$ cat src/hw/rtl/assert_macros.svh
// Assertion macros used by the converter core.
`ifndef ASSERT_MACROS_SVH
`define ASSERT_MACROS_SVH

// Same-cycle implication, disabled while reset is asserted.
`define ASSERT_IMPLY(label, clk, rst_n, ante, cons) \
    label: assert property (@(posedge clk) disable iff (!(rst_n)) (ante) |-> (cons)) \
        else $error("assertion failed");

// Next-cycle implication, disabled while reset is asserted.
`define ASSERT_NEXT(label, clk, rst_n, ante, cons) \
    label: assert property (@(posedge clk) disable iff (!(rst_n)) (ante) |=> (cons)) \
        else $error("assertion failed");

`endif

$ cat src/hw/rtl/fp8c_pkg.sv
// Package: types and constants of the fp8 / fp32 converter.
package fp8c_pkg;

    localparam logic FMT_E5M2   = 1'b0;
    localparam logic FMT_E4M3FN = 1'b1;

    localparam logic REQ_DECODE = 1'b0;
    localparam logic REQ_ENCODE = 1'b1;

    localparam int BIAS32    = 127;
    localparam int BIAS_E5M2 = 15;
    localparam int BIAS_E4M3 = 7;
    localparam int MBITS_E5M2 = 2;
    localparam int MBITS_E4M3 = 3;

    localparam logic [7:0] EXP32_ALL_ONES = 8'hFF;

    // fp8 exponent to fp32 exponent
    localparam logic [7:0] ADJ_E5M2 = 8'(BIAS32 - BIAS_E5M2);
    localparam logic [7:0] ADJ_E4M3 = 8'(BIAS32 - BIAS_E4M3);
    // fp8 subnormal: fp32 exponent = msb position + this
    localparam logic [7:0] SUB_ADJ_E5M2 = 8'(BIAS32 - BIAS_E5M2 - MBITS_E5M2 + 1);
    localparam logic [7:0] SUB_ADJ_E4M3 = 8'(BIAS32 - BIAS_E4M3 - MBITS_E4M3 + 1);

    // encode limits on the fp32 biased exponent
    localparam logic [7:0]  OVF_EXP_E5M2 = 8'(BIAS32 + BIAS_E5M2);
    localparam logic [7:0]  OVF_EXP_E4M3 = 8'(BIAS32 + 8);
    localparam logic [22:0] OVF_FRAC_E4M3 = 23'h600000;
    localparam logic [7:0]  UNF_EXP_E5M2 = SUB_ADJ_E5M2;
    localparam logic [7:0]  UNF_EXP_E4M3 = SUB_ADJ_E4M3;
    localparam logic [7:0]  SUB_BASE_E5M2 = 8'(BIAS32 - BIAS_E5M2 + 1);
    localparam logic [7:0]  SUB_BASE_E4M3 = 8'(BIAS32 - BIAS_E4M3);

    localparam logic [6:0] NAN8_E5M2 = 7'h7D;
    localparam logic [6:0] NAN8_E4M3 = 7'h7F;
    localparam logic [6:0] INF8_E5M2 = 7'h7C;

    typedef enum logic [2:0] {
        ST_OK        = 3'd0,
        ST_INEXACT   = 3'd1,
        ST_OVERFLOW  = 3'd2,
        ST_UNDERFLOW = 3'd3,
        ST_INF_UNSUP = 3'd4
    } t_status;

    typedef enum logic [2:0] {
        CL_NAN,
        CL_INF,
        CL_ZERO,
        CL_OVF,
        CL_UNF,
        CL_NORM,
        CL_SUB
    } t_enc_class;

    typedef struct packed {
        logic        req;
        logic        fmt;
        logic        sign;
        logic [7:0]  exp;
        logic [2:0]  fhi;
        logic        flo_zero;
        logic        f_zero;
        logic        f_gt_lim;
        logic [7:0]  code;
    } t_s1;

    typedef struct packed {
        logic        req;
        logic        fmt;
        logic        sign;
        logic [31:0] dec_bits;
        t_enc_class  cls;
        logic [1:0]  sub_k;
        logic [4:0]  exp_field;
        logic [2:0]  fhi;
        logic        flo_zero;
    } t_s2;

endpackage

$ cat src/hw/rtl/fp8_fp32_exact_converter_core.sv
// One item per cycle outside reset; three register stages, no stall path.
// busy is high only while reset is asserted; the result is shown for one cycle.
// Reset (synchronous, active low) clears all stage valid bits and sets the
// format register to E5M2.
// Top level of the fp8 / fp32 exact converter.
module fp8_fp32_exact_converter_core import fp8c_pkg::*; (
    input  logic        i_clk,
    input  logic        i_rst_n,
    input  logic        start,
    output logic        busy,
    input  logic        i_cfg_we,
    input  logic        i_cfg_wdata,
    input  logic        i_req_type,
    input  logic [31:0] i_operand_bits,
    output logic        o_valid,
    output logic [31:0] o_result_bits,
    output logic [2:0]  o_status
);

`include "assert_macros.svh"

    logic r_fp8_format;
    logic accept;
    logic s1_valid;
    t_s1  s1;
    logic s2_valid;
    t_s2  s2;

    assign busy   = !i_rst_n;
    assign accept = start && !busy;

    always_ff @(posedge i_clk) begin
        if (!i_rst_n) begin
            r_fp8_format <= FMT_E5M2;
        end else if (i_cfg_we) begin
            r_fp8_format <= i_cfg_wdata;
        end
    end

    fp8c_front u_front (
        .i_clk          (i_clk),
        .i_rst_n        (i_rst_n),
        .i_accept       (accept),
        .i_fmt          (r_fp8_format),
        .i_req_type     (i_req_type),
        .i_operand_bits (i_operand_bits),
        .o_valid        (s1_valid),
        .o_s1           (s1)
    );

    fp8c_classify u_classify (
        .i_clk   (i_clk),
        .i_rst_n (i_rst_n),
        .i_valid (s1_valid),
        .i_s1    (s1),
        .o_valid (s2_valid),
        .o_s2    (s2)
    );

    fp8c_pack u_pack (
        .i_clk         (i_clk),
        .i_rst_n       (i_rst_n),
        .i_valid       (s2_valid),
        .i_s2          (s2),
        .o_valid       (o_valid),
        .o_result_bits (o_result_bits),
        .o_status      (o_status)
    );

    `ASSERT_IMPLY(a_latency, i_clk, i_rst_n, $past(i_rst_n, 1) && $past(i_rst_n, 2), o_valid == $past(accept, 3))
    `ASSERT_IMPLY(a_err_zero, i_clk, i_rst_n, o_valid && o_status != ST_OK, o_result_bits == 32'd0)
    `ASSERT_IMPLY(a_decode_ok, i_clk, i_rst_n, o_valid && $past(i_req_type, 3) == REQ_DECODE, o_status == ST_OK)

endmodule

$ cat src/hw/rtl/fp8c_front.sv
// Stage 1: operand capture and fraction pre-checks.
module fp8c_front import fp8c_pkg::*; (
    input  logic        i_clk,
    input  logic        i_rst_n,
    input  logic        i_accept,
    input  logic        i_fmt,
    input  logic        i_req_type,
    input  logic [31:0] i_operand_bits,
    output logic        o_valid,
    output t_s1         o_s1
);

    logic r_valid;
    t_s1  r_s1;
    t_s1  n_s1;

    always_comb begin
        n_s1.req      = i_req_type;
        n_s1.fmt      = i_fmt;
        n_s1.sign     = i_operand_bits[31];
        n_s1.exp      = i_operand_bits[30:23];
        n_s1.fhi      = i_operand_bits[22:20];
        n_s1.flo_zero = (i_operand_bits[19:0] == 20'd0);
        n_s1.f_zero   = (i_operand_bits[22:0] == 23'd0);
        n_s1.f_gt_lim = (i_operand_bits[22:0] > OVF_FRAC_E4M3);
        n_s1.code     = i_operand_bits[7:0];
    end

    always_ff @(posedge i_clk) begin
        if (!i_rst_n) begin
            r_valid <= 1'b0;
        end else begin
            r_valid <= i_accept;
        end
    end

    always_ff @(posedge i_clk) begin
        if (i_accept) begin
            r_s1 <= n_s1;
        end
    end

    assign o_valid = r_valid;
    assign o_s1    = r_s1;

endmodule

$ cat src/hw/rtl/fp8c_classify.sv
// Stage 2: full fp8 decode and fp32 encode classification.
module fp8c_classify import fp8c_pkg::*; (
    input  logic i_clk,
    input  logic i_rst_n,
    input  logic i_valid,
    input  t_s1  i_s1,
    output logic o_valid,
    output t_s2  o_s2
);

    logic        r_valid;
    t_s2         r_s2;
    t_s2         n_s2;

    logic        d_sign;
    logic [7:0]  d_e8;
    logic [2:0]  d_m3;
    logic        d_special;
    logic [7:0]  d_ex;
    logic [22:0] d_frac;
    logic [31:0] d_bits;

    logic        fmt;
    logic [7:0]  e;
    t_enc_class  cls;
    logic        ovf;
    logic        unf;
    logic        norm;

    // decode
    always_comb begin
        fmt       = i_s1.fmt;
        d_sign    = i_s1.code[7];
        d_e8      = (fmt == FMT_E4M3FN) ? {4'd0, i_s1.code[6:3]} : {3'd0, i_s1.code[6:2]};
        d_m3      = (fmt == FMT_E4M3FN) ? i_s1.code[2:0] : {1'b0, i_s1.code[1:0]};
        d_special = (fmt == FMT_E4M3FN) ? (i_s1.code[6:0] == 7'h7F)
                                        : (i_s1.code[6:2] == 5'h1F);
        d_ex      = 8'd0;
        d_frac    = 23'd0;
        if (d_special) begin
            d_ex   = EXP32_ALL_ONES;
            d_frac = {20'd0, d_m3};
        end else if (d_e8 == 8'd0 && d_m3 == 3'd0) begin
            d_ex   = 8'd0;
            d_frac = 23'd0;
        end else if (d_e8 != 8'd0) begin
            d_ex   = d_e8 + ((fmt == FMT_E4M3FN) ? ADJ_E4M3 : ADJ_E5M2);
            d_frac = (fmt == FMT_E4M3FN) ? {d_m3, 20'd0} : {d_m3[1:0], 21'd0};
        end else if (d_m3[2]) begin
            d_ex   = 8'd2 + ((fmt == FMT_E4M3FN) ? SUB_ADJ_E4M3 : SUB_ADJ_E5M2);
            d_frac = {d_m3[1:0], 21'd0};
        end else if (d_m3[1]) begin
            d_ex   = 8'd1 + ((fmt == FMT_E4M3FN) ? SUB_ADJ_E4M3 : SUB_ADJ_E5M2);
            d_frac = {d_m3[0], 22'd0};
        end else begin
            d_ex   = (fmt == FMT_E4M3FN) ? SUB_ADJ_E4M3 : SUB_ADJ_E5M2;
            d_frac = 23'd0;
        end
        d_bits = {d_sign, d_ex, d_frac};
    end

    // encode classification
    always_comb begin
        e    = i_s1.exp;
        ovf  = (fmt == FMT_E4M3FN)
             ? (e > OVF_EXP_E4M3 || (e == OVF_EXP_E4M3 && i_s1.f_gt_lim))
             : (e > OVF_EXP_E5M2);
        unf  = (fmt == FMT_E4M3FN) ? (e < UNF_EXP_E4M3) : (e < UNF_EXP_E5M2);
        norm = (fmt == FMT_E4M3FN) ? (e > ADJ_E4M3) : (e > ADJ_E5M2);
        if (e == EXP32_ALL_ONES) begin
            cls = i_s1.f_zero ? CL_INF : CL_NAN;
        end else if (e == 8'd0 && i_s1.f_zero) begin
            cls = CL_ZERO;
        end else if (ovf) begin
            cls = CL_OVF;
        end else if (unf) begin
            cls = CL_UNF;
        end else if (norm) begin
            cls = CL_NORM;
        end else begin
            cls = CL_SUB;
        end
    end

    always_comb begin
        n_s2.req       = i_s1.req;
        n_s2.fmt       = fmt;
        n_s2.sign      = i_s1.sign;
        n_s2.dec_bits  = d_bits;
        n_s2.cls       = cls;
        n_s2.sub_k     = (fmt == FMT_E4M3FN) ? 2'(SUB_BASE_E4M3 - e) : 2'(SUB_BASE_E5M2 - e);
        n_s2.exp_field = (fmt == FMT_E4M3FN) ? 5'(e - ADJ_E4M3) : 5'(e - ADJ_E5M2);
        n_s2.fhi       = i_s1.fhi;
        n_s2.flo_zero  = i_s1.flo_zero;
    end

    always_ff @(posedge i_clk) begin
        if (!i_rst_n) begin
            r_valid <= 1'b0;
        end else begin
            r_valid <= i_valid;
        end
    end

    always_ff @(posedge i_clk) begin
        if (i_valid) begin
            r_s2 <= n_s2;
        end
    end

    assign o_valid = r_valid;
    assign o_s2    = r_s2;

endmodule

$ cat src/hw/rtl/fp8c_pack.sv
// Stage 3: fp8 packing, exactness check and result register.
module fp8c_pack import fp8c_pkg::*; (
    input  logic        i_clk,
    input  logic        i_rst_n,
    input  logic        i_valid,
    input  t_s2         i_s2,
    output logic        o_valid,
    output logic [31:0] o_result_bits,
    output logic [2:0]  o_status
);

    logic        r_valid;
    logic [31:0] r_result;
    t_status     r_status;
    logic [31:0] n_result;
    t_status     n_status;

    logic        e4;
    logic [6:0]  mag;
    logic        lost;
    t_status     enc_st;

    always_comb begin
        e4     = (i_s2.fmt == FMT_E4M3FN);
        mag    = 7'd0;
        lost   = 1'b0;
        enc_st = ST_OK;
        case (i_s2.cls)
            CL_NAN: begin
                mag = e4 ? NAN8_E4M3 : NAN8_E5M2;
            end
            CL_INF: begin
                if (e4) begin
                    enc_st = ST_INF_UNSUP;
                end else begin
                    mag = INF8_E5M2;
                end
            end
            CL_ZERO: begin
                mag = 7'd0;
            end
            CL_OVF: begin
                enc_st = ST_OVERFLOW;
            end
            CL_UNF: begin
                enc_st = ST_UNDERFLOW;
            end
            CL_NORM: begin
                lost = e4 ? !i_s2.flo_zero : !(i_s2.flo_zero && !i_s2.fhi[0]);
                mag  = e4 ? {i_s2.exp_field[3:0], i_s2.fhi}
                          : {i_s2.exp_field, i_s2.fhi[2:1]};
            end
            CL_SUB: begin
                lost = !(i_s2.flo_zero && !i_s2.fhi[0])
                     || (i_s2.sub_k != 2'd0 && i_s2.fhi[1])
                     || (i_s2.sub_k == 2'd2 && i_s2.fhi[2]);
                case (i_s2.sub_k)
                    2'd0:    mag = {4'd0, 1'b1, i_s2.fhi[2:1]};
                    2'd1:    mag = {5'd0, 1'b1, i_s2.fhi[2]};
                    default: mag = 7'd1;
                endcase
            end
            default: begin
                mag = 7'd0;
            end
        endcase
        if (lost) begin
            enc_st = ST_INEXACT;
        end

        if (i_s2.req == REQ_DECODE) begin
            n_result = i_s2.dec_bits;
            n_status = ST_OK;
        end else if (enc_st != ST_OK) begin
            n_result = 32'd0;
            n_status = enc_st;
        end else begin
            n_result = {24'd0, i_s2.sign, mag};
            n_status = ST_OK;
        end
    end

    always_ff @(posedge i_clk) begin
        if (!i_rst_n) begin
            r_valid <= 1'b0;
        end else begin
            r_valid <= i_valid;
        end
    end

    always_ff @(posedge i_clk) begin
        if (i_valid) begin
            r_result <= n_result;
            r_status <= n_status;
        end
    end

    assign o_valid       = r_valid;
    assign o_result_bits = r_result;
    assign o_status      = r_status;

endmodule
$ cat config.mk
export PLATFORM = sky130hd
export DESIGN_NAME = fp8_fp32_exact_converter_core
export DESIGN_NICKNAME = d
export VERILOG_FILES = /design/src/hw/rtl/fp8c_pkg.sv /design/src/hw/rtl/fp8_fp32_exact_converter_core.sv /design/src/hw/rtl/fp8c_front.sv /design/src/hw/rtl/fp8c_classify.sv /design/src/hw/rtl/fp8c_pack.sv
export VERILOG_INCLUDE_DIRS = /design/src /design/src/hw/rtl
export SDC_FILE = /design/constraint.sdc
export NUM_CORES = 1
export LEC_CHECK = 0
export BUFFER_PORTS_ARGS = -buffer_cell sky130_fd_sc_hd__buf_2
export CAP_MARGIN = 20
export CORE_MARGIN = 1
export CORE_UTILIZATION = 40
export DETAILED_ROUTE_END_ITERATION = 10
export PLACE_DENSITY = 0.7
export REMOVE_ABC_BUFFERS = 1
export SYNTH_ARGS = -nofsm -noshare
export SYNTH_HDL_FRONTEND = slang
export SYNTH_SLANG_ARGS = --single-unit
$ cat constraint.sdc
create_clock -name i_clk -period 3.2 [get_ports i_clk]
set_clock_uncertainty 0.05 [all_clocks]
set_input_delay 0.32 -clock i_clk [delete_from_list [all_inputs] [get_ports i_clk]]
set_output_delay 0.32 -clock i_clk [all_outputs]
set_load 0.005 [all_outputs]
==> impl_metrics.prom, run 1 <==
# TYPE chip_impl_metric gauge
chip_impl_metric{name="path_max_fanout",unit=""} 9
chip_impl_metric{name="nFillCells",unit=""} 805
chip_impl_info{name="violations",value="DRC"} 1
chip_impl_metric{name="post_cts_setup_inserts",unit=""} 0
chip_impl_metric{name="setup_viol",unit=""} 0
chip_impl_metric{name="number_of_global_route_vias_before_repair",unit=""} 2208
chip_impl_metric{name="number_of_antenna_violations_at_the_first_check_in_global_routing",unit=""} 0
chip_impl_metric{name="clock_path_buffers",unit=""} 2
chip_impl_metric{name="timing.critical_path.required",unit="ns"} 3.35
chip_impl_metric{name="synth-seq-area-share",unit="%"} 66.17
chip_impl_metric{name="fin_crit_sh",unit="%"} 57.66
chip_impl_metric{name="worst_r2r_path_depth",unit=""} 5
chip_impl_metric{name="core",unit="sq mm"} 0.008806
chip_impl_metric{name="critical_path_s_largest_stage_delay",unit="ns"} 0.53
chip_impl_metric{name="yosysWarningCount",unit=""} 0
chip_impl_metric{name="max-cap-violations",unit=""} 0
chip_impl_metric{name="num-nets-final",unit=""} 393
chip_impl_metric{name="ctsHoldBuffers",unit=""} 0
chip_impl_metric{name="die_h",unit="um"} 97.67
chip_impl_metric{name="power_per_cell_area",unit="mW/mm^2"} 529.8
chip_impl_metric{name="fin_setup_tns",unit="ns"} 0
chip_impl_metric{name="synthesis.area",unit="sq mm"} 0.003661
chip_impl_info{name="timing.critical_path.slowest_stage_cell",value="or4_1"} 1
chip_impl_metric{name="die-width",unit="um"} 97.67
chip_impl_info{name="reg2reg_to",value="u_classify.o_s2[12]$_SDFFCE_PP0P_"} 1
chip_impl_metric{name="dpl_worst_slack",unit="ns"} 1.386
chip_impl_metric{name="worst_path_clk_slew",unit="ns"} 0.08
chip_impl_metric{name="ratio_of_cells_with_drive_above_1_in_the_final_layout",unit="%"} 23.66
chip_impl_metric{name="timing.slew.headroom",unit="%"} 31.46
chip_impl_metric{name="drt_wl_total",unit="mm"} 6.074
chip_impl_info{name="criticalPathCategory",value="reg2reg"} 1
chip_impl_metric{name="cp_data_arrival_time",unit="ns"} 1.99
chip_impl_metric{name="maxSlewViolCount",unit=""} 0
chip_impl_metric{name="max_slew.worst_pin.slew",unit="ns"} 1.028
chip_impl_metric{name="antennaDiodeCount",unit=""} 0
chip_impl_metric{name="synth_edf_count",unit=""} 78
chip_impl_info{name="worst_setup_path_end_kind",value="flip-flop"} 1
chip_impl_info{name="synth_commonest_cells",value="78 x edfxtp_1, 21 x nor2_1, 17 x nor2b_1, 13 x buf_4, 13 x inv_1"} 1
chip_impl_info{name="cell_with_the_most_instances_after_synthesis",value="edfxtp_1"} 1
chip_impl_metric{name="numCtsBuffers",unit=""} 9
chip_impl_metric{name="track_usage",unit="%"} 13.64
chip_impl_metric{name="gp_congestion",unit=""} 0.7897
chip_impl_metric{name="firstDrtPassIters",unit=""} 9
chip_impl_metric{name="fmax",unit="MHz"} 542.0
chip_impl_metric{name="clkSinkCount",unit=""} 82
chip_impl_info{name="ctsRootBufferMaster",value="clkbuf_8"} 1
chip_impl_info{name="synth.area.top_cells",value="edfxtp_1 64%, nor2b_1 2.9%, buf_4 2.7%"} 1
chip_impl_info{name="grt_setup_unrepaired",value="false"} 1
chip_impl_metric{name="numPortBuffers",unit=""} 62
chip_impl_metric{name="floorplan.io_pins",unit=""} 75
chip_impl_metric{name="cp_num_cells",unit=""} 5
chip_impl_metric{name="worst-r2r-setup-slack",unit="ns"} 1.35
chip_impl_info{name="critical_path.startpoint",value="u_front.o_s1[23]$_DFFE_PP_"} 1
chip_impl_info{name="crit_family",value="simple AND/OR/NAND/NOR gates"} 1
chip_impl_metric{name="synth_seq_cells",unit=""} 82
chip_impl_info{name="endpoint",value="u_classify.o_s2[12]$_SDFFCE_PP0P_"} 1
chip_impl_info{name="hold_path.class",value="in2reg"} 1
chip_impl_metric{name="route.vias.total",unit=""} 2335
chip_impl_metric{name="num_rows",unit=""} 34
chip_impl_metric{name="syn-mean-instance-area",unit="sq um"} 12.76
chip_impl_metric{name="post_cts_resized",unit=""} 0
chip_impl_metric{name="drt_first_iter_violations",unit=""} 154
chip_impl_metric{name="hold_viol",unit=""} 0
chip_impl_metric{name="drc_errors",unit=""} 11
chip_impl_metric{name="post_route_ant_nets",unit=""} 0
chip_impl_metric{name="grt_max_degree",unit=""} 33
chip_impl_info{name="setup.worst_path.start_class",value="flip-flop"} 1
chip_impl_metric{name="dpl.hpwl",unit="mm"} 4.328
chip_impl_metric{name="netlist-cell-type-count",unit=""} 52
chip_impl_info{name="ys.flop_type",value="edfxtp_1"} 1
chip_impl_metric{name="netlist.area_leader.share",unit="%"} 63.98
chip_impl_metric{name="starting_density_of_the_core",unit="%"} 41.57
chip_impl_info{name="status",value="finished, violations left"} 1
chip_impl_metric{name="first_pass_grt_wire_length",unit="mm"} 10.19
chip_impl_metric{name="async_reset_ff_share",unit="%"} 0
chip_impl_metric{name="p_leak",unit="nW"} 1.640
chip_impl_info{name="rr_startpoint",value="u_front.o_s1[23]$_DFFE_PP_"} 1
chip_impl_metric{name="area.growth.synth_to_final",unit="%"} 15.89
chip_impl_metric{name="floorplan.die_area",unit="sq mm"} 0.009539
chip_impl_metric{name="worst_slack",unit="ns"} 1.355
chip_impl_metric{name="worstSkewPairLatency",unit="ns"} 0.35
chip_impl_info{name="tritoncts",value="yes"} 1
chip_impl_metric{name="globalRouteOverflowTotal",unit=""} 0
chip_impl_metric{name="syn_inst",unit=""} 287
chip_impl_metric{name="ctsHtreeMaxLevel",unit=""} 3
chip_impl_info{name="timing.critical_path.cells",value="inv_2 -> or4_1 -> a31oi_1 -> nand3_1 -> a21oi_1"} 1
chip_impl_metric{name="vdd.ir_drop.worst",unit="mV"} 0.1922
chip_impl_info{name="yosysTopAreaCell",value="edfxtp_1"} 1
chip_impl_metric{name="post-route-min-period",unit="ns"} 1.845
chip_impl_metric{name="timing.critical_path.buf_inv",unit=""} 1
chip_impl_metric{name="viasPerCell",unit=""} 5.043
chip_impl_metric{name="wl_per_cell",unit="um"} 13.12
-- per-layer routing --
layer | up-vias | track usage (%) | wire, um
met4 | 0 | 6.294 | 107
met3 | 12 | 3.669 | 325
met1 | 1063 | 18.60 | 2915
li1 | 1180 | - | -
met2 | 80 | 20.29 | 2725
met5 | - | 0 | 0
-- cells by family (layout without fill, tap and decap cells) --
| logic type | after synthesis | in the layout | share of synthesized area [%] |
|---|---|---|---|
| buffers and inverters | 39 | 96 | 5.366 |
| AOI/OAI and AO/OA | 53 | 53 | 9.707 |
| and+or+nand+nor | 97 | 97 | 14.25 |
| adders and majority gates | 5 | 5 | 1.709 |
| muxes | 8 | 8 | 2.222 |
| DFF | 82 | 82 | 66.17 |
| other | 1 | 12 | 0.1024 |
| xor gates and xnor gates | 2 | 2 | 0.4786 |
-- registers in the layout (all words and copies together), names as in the netlist --
| name | cells |
|---|---|
| u_classify.o_s2 | 31 |
| u_front.o_s1 | 25 |
| u_pack.o_result_bits | 19 |
| u_pack.o_status | 3 |
| r_fp8_format | 1 |
| u_classify.o_valid | 1 |
| u_front.o_valid | 1 |
| u_pack.o_valid | 1 |
-- worst min-delay path by stage --
stage	from	to	cells past startpoint
5_1_grt	i_operand_bits[23]	u_front.o_s1[14]$_DFFE_PP_	1
4_1_cts	i_operand_bits[23]	u_front.o_s1[14]$_DFFE_PP_	1
3_5_place_dp	u_front.o_s1[7]$_DFFE_PP_	u_classify.o_s2[45]$_DFFE_PP_	0
3_3_place_gp	u_front.o_s1[12]$_DFFE_PP_	u_classify.o_s2[2]$_DFFE_PP_	0
2_1_floorplan	u_front.o_s1[10]$_DFFE_PP_	u_classify.o_s2[0]$_DFFE_PP_	0
6_report	i_operand_bits[23]	u_front.o_s1[14]$_DFFE_PP_	1
-- layout make-up --
cell class,count,area (sq um),area share [%]
multi-input cells,177,1084,25.54
flip-flops and latches,82,2422,57.09
clock inverters,7,92.59,2.182
inverters,16,60.06,1.416
repair buffers,64,325.3,7.667
well taps,108,135.1,3.185
clock buffers,9,123.9,2.919
-- power breakdown --
| part | switching, W | internal (W) |
|---|---|---|
| Sequential | 0.0000533 | 0.00124 |
| Clock | 0.000365 | 0.000438 |
| Combinational | 0.0000790 | 0.0000714 |
| Total | 0.000498 | 0.00175 |
-- metrics by stage --
step	total power, W	utilization [%]	hold slack [ns]	std cells	area, sq um
global placement	0.001466	45.72	0.3553	447	4026
floorplan	0.001397	-	0.3503	275	3566
CTS	0.002276	48.18	0.07737	463	4243
global route	0.002347	48.18	0.07132	463	4243
finish	0.002248	48.18	0.09767	463	4243
detailed placement	0.001470	45.72	0.3545	447	4026
-- placed cells by master (no fill, tap or decap), types with 2 or more instances in the layout --
master	synthesis	layout
edfxtp_1	78	78
buf_2	1	62
nor2_1	21	21
nor2b_1	17	17
inv_1	13	13
nand2_1	12	12
conb_1	1	12
nand3_1	10	10
clkbuf_8	0	9
and3_1	8	8
a21oi_1	8	8
o21ai_0	8	8
nor4_1	8	8
mux2i_1	7	7
o22ai_1	5	5
ha_1	5	5
a211oi_1	4	4
and2_1	4	4
nor3_1	4	4
o21ai_1	4	4
o21a_1	4	4
dfxtp_1	4	4
a31oi_1	3	3
a21o_1	3	3
nand4_1	3	3
inv_2	2	2
nand2b_1	2	2
or4_1	2	2
a311oi_1	2	2
o211a_1	2	2
clkinv_1	1	2
bufinv_16	0	2
clkinvlp_4	0	2
buf_4	13	2
-- worst register-to-register path, stage by stage, from the launching register on --
cell	delay [ns]
edfxtp_1	0.51
inv_2	0.13
or4_1	0.53
a31oi_1	0.22
nand3_1	0.10
a21oi_1	0.16
No activity file was read; power rests on OpenSTA's default activity.
==> inputs of run 2 (changes only) <==
- PLACE_DENSITY: 0.7 -> 0.73
- clock period: 3.2 -> 1.5 ns (I/O delays scaled with it)
==> run 2 against run 1 <==
  * The run ends with DRC, setup timing left
  * Fmax up 6.4%
  * Critical path depth increased by 1
  * Worst setup slack got worse by 1.6 ns
  * Clock power is 93% higher
  * Final cell count rose by 18%
  * Sequential power is 110% higher
  * Count of clock-buffer cells in the layout did not move
  * Largest power group unchanged
  * Global-route usage increased by 2.1 points
  * Combinational power rose to 4.3 times the previous value
  * Sequential share of layout area shrank 10 points
  * Hold slack improved by 0.052 ns
==> impl_metrics.prom, run 2 (synthesis gave the netlist of run 1 again) <==
# TYPE chip_impl_metric gauge
chip_impl_info{name="timing.critical_path.slowest_stage_cell",value="or4_4"} 1
chip_impl_metric{name="firstDrtPassIters",unit=""} 7
chip_impl_metric{name="area_used_by_multi_input_combinational_logic",unit="sq mm"} 0.001328
chip_impl_metric{name="timing.critical_path.buf_inv",unit=""} 0
chip_impl_metric{name="seq_power_share",unit="%"} 55.3
chip_impl_metric{name="setup_viol",unit=""} 20
chip_impl_metric{name="worstSkewPairLatency",unit="ns"} 0.35
chip_impl_metric{name="power.share.combinational",unit="%"} 13.0
chip_impl_metric{name="num-nets-final",unit=""} 476
chip_impl_metric{name="largest_register_ffs",unit=""} 31
chip_impl_info{name="timing.critical_path.cells",value="ha_2 -> nand2b_1 -> or4_4 -> a31oi_4 -> nand3_1 -> a21oi_1"} 1
chip_impl_metric{name="placed_cells_incl_taps",unit=""} 486
chip_impl_metric{name="num_rows",unit=""} 34
chip_impl_metric{name="drt_first_iter_violations",unit=""} 79
chip_impl_metric{name="drc_errors",unit=""} 11
chip_impl_metric{name="clock_path_buffers",unit=""} 2
chip_impl_info{name="setup.worst_path.start_class",value="flip-flop"} 1
chip_impl_metric{name="worst_r2r_path_depth",unit=""} 6
chip_impl_metric{name="viasPerCell",unit=""} 4.841
chip_impl_metric{name="ctsHtreeMaxLevel",unit=""} 3
chip_impl_metric{name="worst_slack",unit="ns"} -0.2341
chip_impl_info{name="violations",value="DRC, setup timing"} 1
chip_impl_metric{name="vdd.ir_drop.worst",unit="mV"} 0.5852
chip_impl_metric{name="fin_setup_tns",unit="ns"} -2.541
chip_impl_metric{name="die-width",unit="um"} 97.67
chip_impl_metric{name="die_h",unit="um"} 97.67
chip_impl_metric{name="register_area",unit="sq mm"} 0.002422
chip_impl_info{name="tritoncts",value="yes"} 1
chip_impl_metric{name="clkSinkCount",unit=""} 82
chip_impl_metric{name="grt_max_degree",unit=""} 33
chip_impl_metric{name="p_leak",unit="nW"} 2.082
chip_impl_metric{name="globalRouteOverflowTotal",unit=""} 0
chip_impl_metric{name="drt_wl_total",unit="mm"} 7.347
chip_impl_info{name="grt_setup_unrepaired",value="true"} 1
chip_impl_metric{name="final-instance-count-excl-fill",unit=""} 546
chip_impl_info{name="mostFrequentLayoutCell",value="edfxtp_1"} 1
chip_impl_metric{name="cp_data_arrival_time",unit="ns"} 1.89
chip_impl_metric{name="post-route-min-period",unit="ns"} 1.734
chip_impl_metric{name="first_pass_grt_wire_length",unit="mm"} 11.86
chip_impl_metric{name="hold_viol",unit=""} 0
chip_impl_info{name="hold_path.class",value="in2reg"} 1
chip_impl_metric{name="max-cap-violations",unit=""} 0
chip_impl_metric{name="power_per_cell_area",unit="mW/mm^2"} 945.3
chip_impl_info{name="worst_setup_path_end_kind",value="flip-flop"} 1
chip_impl_metric{name="power.switching_fraction",unit="%"} 23.54
chip_impl_metric{name="critical_path_s_largest_stage_delay",unit="ns"} 0.43
chip_impl_info{name="status",value="finished, violations left"} 1
chip_impl_metric{name="cp_num_cells",unit=""} 6
chip_impl_metric{name="numPortBuffers",unit=""} 62
chip_impl_metric{name="power_report.internal_total",unit="W"} 0.003752
chip_impl_metric{name="gp_congestion",unit=""} 0.8446
chip_impl_metric{name="route.vias.total",unit=""} 2643
chip_impl_info{name="ctsRootBufferMaster",value="clkbuf_8"} 1
chip_impl_info{name="crit_family",value="simple AND/OR/NAND/NOR gates"} 1
chip_impl_metric{name="number_of_global_route_vias_before_repair",unit=""} 2511
chip_impl_metric{name="floorplan.io_pins",unit=""} 75
chip_impl_metric{name="antennaDiodeCount",unit=""} 0
chip_impl_metric{name="timing.hold.worst_path_depth",unit=""} 4
chip_impl_metric{name="timing.critical_path.required",unit="ns"} 1.65
chip_impl_metric{name="fmax",unit="MHz"} 576.7
chip_impl_metric{name="power.net_switching",unit="W"} 0.001155
chip_impl_metric{name="ratio_of_cells_with_drive_above_1_in_the_final_layout",unit="%"} 40.41
chip_impl_info{name="layout_common_cells",value="78 x edfxtp_1, 61 x buf_2, 53 x buf_4"} 1
chip_impl_metric{name="dpl.hpwl",unit="mm"} 4.774
chip_impl_metric{name="floorplan.die_area",unit="sq mm"} 0.009539
chip_impl_metric{name="number_of_antenna_violations_at_the_first_check_in_global_routing",unit=""} 0
chip_impl_metric{name="numCtsBuffers",unit=""} 9
chip_impl_metric{name="worst_path_clk_slew",unit="ns"} 0.08
chip_impl_info{name="criticalPathCategory",value="reg2reg"} 1
chip_impl_metric{name="share_clk_of_total_power",unit="%"} 31.6
chip_impl_metric{name="finalHoldWorstSlack",unit="ns"} 0.1496
chip_impl_metric{name="track_usage",unit="%"} 15.76
chip_impl_metric{name="wl_per_cell",unit="um"} 13.46
chip_impl_metric{name="nFillCells",unit=""} 712
chip_impl_metric{name="post_route_ant_nets",unit=""} 0
chip_impl_metric{name="area.growth.synth_to_final",unit="%"} 41.80
chip_impl_metric{name="path_max_fanout",unit=""} 3
chip_impl_metric{name="starting_density_of_the_core",unit="%"} 41.57
chip_impl_metric{name="fin_crit_sh",unit="%"} 115.6
chip_impl_metric{name="maxSlewViolCount",unit=""} 0
chip_impl_metric{name="core",unit="sq mm"} 0.008806
-- run 2: power groups by stage --
stage | clock, W | sequential, W | combinational (W)
after global placement | 0 | 0.00276 | 0.000456
after CTS | 0.00159 | 0.00271 | 0.000586
final | 0.00155 | 0.00272 | 0.000639
after floorplan | 0 | 0.00280 | 0.000184
after detailed placement | 0 | 0.00276 | 0.000461
after global routing | 0.00168 | 0.00273 | 0.000697
-- run 2: metal layers --
layer,track usage (%),up-vias,share of wire (%)
li1,-,1345,-
met1,20.73,1218,47
met2,25.64,70,48
met3,3.669,10,3.7
met4,5.361,0,1.4
met5,0,-,0
-- run 2: final cells by class --
cell class / count / area share, %
flip-flops and latches: 82 / 46.66
multi-input cells: 177 / 25.57
repair buffers: 147 / 20.25
well taps: 108 / 2.603
clock buffers: 9 / 2.386
clock inverters: 7 / 1.350
inverters: 16 / 1.181
-- run 2: tightest hold or removal path: stages --
cell and delay (ns):
buf_2 0.07, nor4_1 0.04, nand3_2 0.08, inv_1 0.04
-- run 2: path summary, 6_finish.rpt --
kind,startpoint,to,slack [ns]
max,u_front.o_s1[17]$_DFFE_PP_,u_classify.o_s2[12]$_SDFFCE_PP0P_,-0.23
min,i_operand_bits[15],u_front.o_s1[10]$_DFFE_PP_,0.15
max reg2reg,u_front.o_s1[17]$_DFFE_PP_,u_classify.o_s2[12]$_SDFFCE_PP0P_,-0.23
min reg2reg,u_front.o_s1[24]$_DFFE_PP_,u_classify.o_s2[48]$_DFFE_PP_,0.37
-- run 2: per-stage QoR --
stage	cell area [sq um]	total power, W	util, %	setup WS, ns
floorplan	3566	0.002980	-	-0.4569
global placement	4332	0.003215	49.19	-0.1374
detailed placement	4332	0.003225	49.19	-0.1736
CTS	5027	0.004893	57.09	-0.1350
global route	5191	0.005106	58.95	-0.2930
finish	5191	0.004907	58.95	-0.2341
-- run 2: what timing repair did --
action	CTS	global route
setup buffers	13	7
hold endpoints to repair	25	0
setup endpoints to repair	19	24
hold buffers	26	0
gates resized for setup	33	25
pin swaps	11	10
